--- src/terrain_grid_mesh_generator_macros.svh ---
// Assertion macros shared by the terrain grid mesh generator RTL.
// Needs signals clk and rst_n in the scope where a macro is used.
`ifndef TERRAIN_GRID_MESH_GENERATOR_MACROS_SVH
`define TERRAIN_GRID_MESH_GENERATOR_MACROS_SVH

// Same-cycle implication, off during reset.
`define TGM_ASSERT_IMP(label, ante, cons, msg) \
    label: assert property (@(posedge clk) disable iff (!rst_n) (ante) |-> (cons)) \
        else $error(msg);

// Next-cycle implication, off during reset.
`define TGM_ASSERT_NEXT(label, ante, cons, msg) \
    label: assert property (@(posedge clk) disable iff (!rst_n) (ante) |=> (cons)) \
        else $error(msg);

`endif

--- src/tgm_pkg.sv ---
// Package for the terrain grid mesh generator: constants, codes and types.
// No dependencies; used by every module of the block.
package tgm_pkg;

    localparam int MAX_GRID_SIDE    = 256;
    localparam int MAX_MAP_SIDE     = 256;
    localparam int TEX_REPEAT       = 3;
    localparam int UV_FRACTION_BITS = 16;

    localparam int CFG_W   = 9;
    localparam int COORD_W = 8;
    localparam int ADDR_W  = 16;
    localparam int STORE_DEPTH = MAX_MAP_SIDE * MAX_MAP_SIDE;
    localparam int TEX_INT_W = 10;                       // TEX_REPEAT * 255
    localparam int DIV_W   = TEX_INT_W + UV_FRACTION_BITS;
    localparam int QDEPTH  = 2;
    localparam int NB_COUNT = 7;

    localparam logic [1:0] OP_LOAD   = 2'd0;
    localparam logic [1:0] OP_VERTEX = 2'd1;
    localparam logic [1:0] OP_CELL   = 2'd2;

    localparam logic [2:0] CFG_GRID_X  = 3'd0;
    localparam logic [2:0] CFG_GRID_Z  = 3'd1;
    localparam logic [2:0] CFG_MAP_W   = 3'd2;
    localparam logic [2:0] CFG_MAP_H   = 3'd3;
    localparam logic [2:0] CFG_USE_MAP = 3'd4;

    typedef enum logic [2:0] {
        CLS_LOAD       = 3'd0,
        CLS_VERTEX     = 3'd1,
        CLS_CELL       = 3'd2,
        CLS_BAD_VERTEX = 3'd3,
        CLS_BAD_CELL   = 3'd4
    } cls_t;

    // Effective (clamped) configuration.
    typedef struct packed {
        logic [CFG_W-1:0] gx;
        logic [CFG_W-1:0] gz;
        logic [CFG_W-1:0] mw;
        logic [CFG_W-1:0] mh;
        logic             use_map;
    } cfg_t;

    typedef struct packed {
        cls_t               cls;
        logic [COORD_W-1:0] col;
        logic [COORD_W-1:0] row;
        logic [7:0]         sample;
    } job_t;

    typedef struct packed {
        logic               kind;
        logic [7:0]         height_raw;
        logic signed [11:0] normal_x;
        logic [6:0]         normal_y;
        logic signed [11:0] normal_z;
        logic [17:0]        tex_u;
        logic [17:0]        tex_v;
        logic [15:0]        index_a;
        logic [15:0]        index_b;
        logic [15:0]        index_c;
        logic               last;
        logic               bad_coordinate;
    } result_t;

    // Neighbor order: center, north, east, south, south-east, west, north-west.
    function automatic logic [CFG_W-1:0] nb_dx(input logic [2:0] k);
        case (k)
            3'd2, 3'd4: nb_dx = 9'd1;
            3'd5, 3'd6: nb_dx = '1;
            default:    nb_dx = '0;
        endcase
    endfunction

    function automatic logic [CFG_W-1:0] nb_dz(input logic [2:0] k);
        case (k)
            3'd1, 3'd6: nb_dz = 9'd1;
            3'd3, 3'd4: nb_dz = '1;
            default:    nb_dz = '0;
        endcase
    endfunction

endpackage

--- src/tgm_front.sv ---
// Front end: classifies accepted items and queues them for the back end.
// Depends on tgm_pkg and the assertion macro header.
`include "terrain_grid_mesh_generator_macros.svh"
module tgm_front (
    input  logic                        clk,
    input  logic                        rst_n,
    input  tgm_pkg::cfg_t               cfg,
    input  logic                        start,
    input  logic [1:0]                  opcode,
    input  logic [tgm_pkg::COORD_W-1:0] col,
    input  logic [tgm_pkg::COORD_W-1:0] row,
    input  logic [7:0]                  sample_value,
    output logic                        busy,
    output logic                        job_valid,
    output tgm_pkg::job_t               job,
    input  logic                        job_take
);
    import tgm_pkg::*;

    job_t       q_reg [QDEPTH];
    logic       wr_ptr_reg;
    logic       rd_ptr_reg;
    logic [1:0] count_reg;
    logic [1:0] count_next;
    logic       accept;
    logic       push;
    logic       pop;
    job_t       cls_job;
    logic       keep;

    assign busy   = count_reg == 2'(QDEPTH);
    assign accept = start && !busy;

    // Classification; loads off the map and opcode 3 are dropped here.
    always_comb
    begin
        cls_job.col    = col;
        cls_job.row    = row;
        cls_job.sample = sample_value;
        cls_job.cls    = CLS_LOAD;
        keep           = 1'b0;
        case (opcode)
            OP_LOAD:
            begin
                keep = ({1'b0, col} < cfg.mw) && ({1'b0, row} < cfg.mh);
            end
            OP_VERTEX:
            begin
                keep = 1'b1;
                cls_job.cls = (({1'b0, col} < cfg.gx) && ({1'b0, row} < cfg.gz))
                              ? CLS_VERTEX : CLS_BAD_VERTEX;
            end
            OP_CELL:
            begin
                keep = 1'b1;
                cls_job.cls = (({1'b0, col} < 9'(cfg.gx - 1'b1))
                              && ({1'b0, row} < 9'(cfg.gz - 1'b1)))
                              ? CLS_CELL : CLS_BAD_CELL;
            end
            default: keep = 1'b0;
        endcase
    end

    assign push = accept && keep;
    assign pop  = job_take;

    always_comb
    begin
        count_next = count_reg;
        if (push && !pop)
        begin
            count_next = count_reg + 1'b1;
        end
        else if (pop && !push)
        begin
            count_next = count_reg - 1'b1;
        end
    end

    always_ff @(posedge clk or negedge rst_n)
    begin
        if (!rst_n)
        begin
            count_reg  <= '0;
            wr_ptr_reg <= 1'b0;
            rd_ptr_reg <= 1'b0;
        end
        else
        begin
            count_reg <= count_next;
            if (push)
            begin
                wr_ptr_reg <= !wr_ptr_reg;
            end
            if (pop)
            begin
                rd_ptr_reg <= !rd_ptr_reg;
            end
        end
    end

    always_ff @(posedge clk)
    begin
        if (push)
        begin
            q_reg[wr_ptr_reg] <= cls_job;
        end
    end

    assign job_valid = count_reg != '0;
    assign job       = q_reg[rd_ptr_reg];

    `TGM_ASSERT_IMP(a_count_bound, 1'b1, count_reg <= 2'(QDEPTH), "queue over depth")
    `TGM_ASSERT_IMP(a_pop_nonempty, pop, count_reg != '0, "pop from empty queue")
    `TGM_ASSERT_NEXT(a_push_grows, push && !pop, count_reg == $past(count_reg) + 2'd1,
        "push lost")
endmodule

--- config.mk ---
export PLATFORM = sky130hd
export DESIGN_NAME = tgm_front
export DESIGN_NICKNAME = d
export VERILOG_FILES = /design/src/tgm_pkg.sv /design/src/tgm_front.sv
export VERILOG_INCLUDE_DIRS = /design/src /design/src/src
export SDC_FILE = /design/constraint.sdc
export NUM_CORES = 1
export LEC_CHECK = 0
export ABC_AREA = 1
export CAP_MARGIN = 30
export CORE_AREA = 2 2 113 115
export CTS_BUF_LIST = sky130_fd_sc_hd__clkbuf_16
export DETAILED_ROUTE_END_ITERATION = 16
export DIE_AREA = 0 0 115 117
export DONT_BUFFER_PORTS = 1
export PLACE_DENSITY_LB_ADDON = 0.1
export SETUP_SLACK_MARGIN = 0.2
export SLEW_MARGIN = 0
export SYNTH_ARGS = -nofsm -noshare
export SYNTH_HDL_FRONTEND = slang
export SYNTH_SLANG_ARGS = --single-unit
--- constraint.sdc ---
create_clock -name clk -period 3.45 [get_ports clk]
set_clock_uncertainty 0.2 [all_clocks]
set_input_delay 0.69 -clock clk [delete_from_list [all_inputs] [get_ports clk]]
set_output_delay 0.69 -clock clk [all_outputs]
set_load 0.01 [all_outputs]
==> impl_metrics.json <==
{
  "path_class": "input pin to flop",
  "unrepaired_setup_endpoints_after_global_routing": "false",
  "gr-total-overflow": 0,
  "irDropWorstVdd_v": 0.000197,
  "detail_route.wirelength_mm": 7.65,
  "grtUsageTotal_pct": 11.7,
  "synthArstFlopShare_pct": 6.90,
  "cts_post_setup_buffers_inserted": 0,
  "grt_start_max_net_pins": 29,
  "min_from": "job_take",
  "element_type_at_the_critical_path_end": "flop",
  "synth-edff-count": 54,
  "postSynthAreaPerCell_um2": 10.6,
  "synth_area_leaders": "edfxtp_1, ha_1, mux2_2, inv_1, nand2_1",
  "critPathArrivalTime_ns": 2.49,
  "worstPathRequired_ns": 3.40,
  "dpl-instance-area_mm2": 0.00384,
  "layout.nets": 472,
  "grt_pass1_wl_mm": 11.5,
  "critPathMostFrequentCell": "nand2_1",
  "yosys_most_used_dff": "edfxtp_1",
  "layout-drive-gt1-share_pct": 15.4,
  "synth_cell_types": 25,
  "hp-class": "input pin to flop",
  "final-hold-violation-count": 0,
  "setup_tns_ns": 0,
  "dieArea_mm2": 0.0135,
  "setup_viol": 0,
  "critical_path.startpoint_type": "input pin",
  "cts_max_path_buffers": 2,
  "stdcell_count": 508,
  "hpwlAfterDp_mm": 5.95,
  "yosys_synthesis_warning_count": 0,
  "final_number_of_max_transition_violations": 0,
  "reg2reg_from": "count_reg[0]",
  "n_antenna_cell": 0,
  "largest_reg_flops": 54,
  "first_global_vias": 2150,
  "cpMaxStageDelayCell": "ha_1",
  "drc_errors": 0,
  "drc_violation_total_after_the_first_tritonroute_iteration": 88,
  "antenna_found_initial": 0,
  "worst_hold_slack_ns": 0.252,
  "port_buffers": 0,
  "post_synth_most_frequent_cells": "inv_1, nand2_1, edfxtp_1",
  "worst_hold_path.num_cells": 1,
  "floorplan.core_area_mm2": 0.0123,
  "synth_nets": 458,
  "design_area_mm2": 0.00410,
  "max_stage_delay_ns": 0.26,
  "reg2reg_depth": 8,
  "clock_sinks": 58,
  "tightestPinTransition_ns": 0.409,
  "die_h_um": 117,
  "initial_core_util_pct": 29.5,
  "clk_root_buffer_cell": "clkbuf_16",
  "worstHoldEndpoint": "rd_ptr_reg",
  "rr_endpoint": "count_reg[1]",
  "synthToLayoutAreaGrowth_pct": 12.8,
  "insertion_delay_ns": 0.32,
  "outcome": "complete, no violations",
  "wl_per_cell_um": 15.0,
  "synthesis.area_mm2": 0.00363,
  "cts_hold_buffers": 1,
  "final_critical_path_share_of_the_clock_period_pct": 73.4,
  "timing.critical_path.fanout_max": 5,
  "synthesis.instances": 342,
  "tritoncts": "built",
  "synthMostInstantiatedCell": "inv_1",
  "die_w_um": 115,
  "netlist.top_cell.by_area": "edfxtp_1",
  "cts.reportedPaths.clkPinSlew_ns": 0.04,
  "final_antenna_net_count": 0,
  "power.static_leakage_nw": 1.83,
  "yosys.area.top_type_share_pct": 44.7,
  "route.vias.total": 2282,
  "timing.reg2reg.setup_slack_ns": 1.47,
  "place.gp.congestion": 0.744,
  "synth-seq-area-share_pct": 47.4,
  "max_freq_ghz": 0.395,
  "cts-resized-gates": 0,
  "max_slew_margin_pct": 72.7,
  "drt-pass1-iter-count": 4,
  "floorplan.io_pins": 96,
  "vias_per_cell": 4.49,
  "h-tree-depth": 3,
  "cts_buffers": 9,
  "critical_path.cell_chain": "inv_1 -> ha_1 -> nand2_2 -> nor2_4 -> xor2_1 -> ha_1 -> nand2_1 -> inv_1 -> nand2_1 -> nand2_1 -> nand2_1 -> nand2_1 -> nand2_1 -> nand2_1 -> nand2_1 -> nand3_1 -> a21oi_1",
  "placementRows": 41,
  "power-per-cell-area_mw_per_mm2": 545,
  "postSynthRegisterBits": 58,
  "timing.max_cap.violations": 0,
  "fin_crit_ns": 2.53,
  "post-place-cells": 494
}
==> report_power, final <==
part,internal (mW),switching [mW]
Sequential,0.881,0.0235
Clock,0.459,0.262
Combinational,0.244,0.364
Total,1.58,0.650
==> logic make-up after synthesis <==
logic type,Yosys count,share of synthesized area [%]
flip-flops,58,47.4
adder cells (fa/ha/maj),49,16.9
buffers and inverters,65,6.83
XOR/XNOR,17,4.10
AND/OR/NAND/NOR,100,12.4
multiplexers,27,8.38
AO/OA/AOI/OAI,26,3.96
==> cells in the final DEF, fill, tap and decap left out, types with 8 or more instances in the layout <==
cell | Yosys | routed
inv_1 | 59 | 61
xor2_1 | 14 | 14
ha_1 | 49 | 49
edfxtp_1 | 54 | 54
clkbuf_16 | 0 | 9
nand3_1 | 8 | 8
mux2_2 | 27 | 27
nor2_1 | 15 | 13
a21oi_1 | 16 | 16
nand2_1 | 58 | 58
==> routing by layer <==
metal	vias to the layer above	share of wire, %	global-route usage (%)
li1	1181	-	-
met1	1036	47	15.1
met2	56	45	17.5
met3	9	6.1	4.63
met4	0	1.8	5.06
met5	-	0	0
==> per-stage QoR <==
step / worst slack, ns / util (%) / power (mW)
global route: 0.711 / 33.3 / 2.37
floorplan: 0.0995 / - / 1.40
global placement: 0.615 / 31.2 / 1.54
detailed placement: 0.574 / 31.2 / 1.54
CTS: 0.914 / 33.3 / 2.28
finish: 0.916 / 33.3 / 2.23
==> worst max-delay path by stage <==
stage,from,to,slack (ns),cells past startpoint
4_1_cts,cfg[29],q_reg[1][25],0.91,17
3_3_place_gp,cfg[29],q_reg[0][25],0.62,17
2_1_floorplan,cfg[12],q_reg[0][0],0.1,11
6_report,cfg[29],q_reg[1][25],0.92,17
3_5_place_dp,cfg[29],q_reg[0][25],0.57,17
5_1_grt,cfg[29],q_reg[1][25],0.71,17
==> worst max-delay path, delay by kind of cell <==
family | cells | cell delay [ns]
buf+inv | 2 | 0.16
compound gates | 1 | 0.18
simple gates | 11 | 0.80
fa+ha+maj | 2 | 0.50
xor+xnor | 1 | 0.15
==> cell type report <==
class	instances	area, um2
Fill cell	1262	8220
Sequential cell	58	1720
Multi-Input combinational cell	219	1670
Inverter	62	233
Clock buffer	9	225
Tap cell	150	188
Timing Repair Buffer	6	47.5
Clock inverter	4	15.0
No activity file was read; power rests on OpenSTA's default activity.
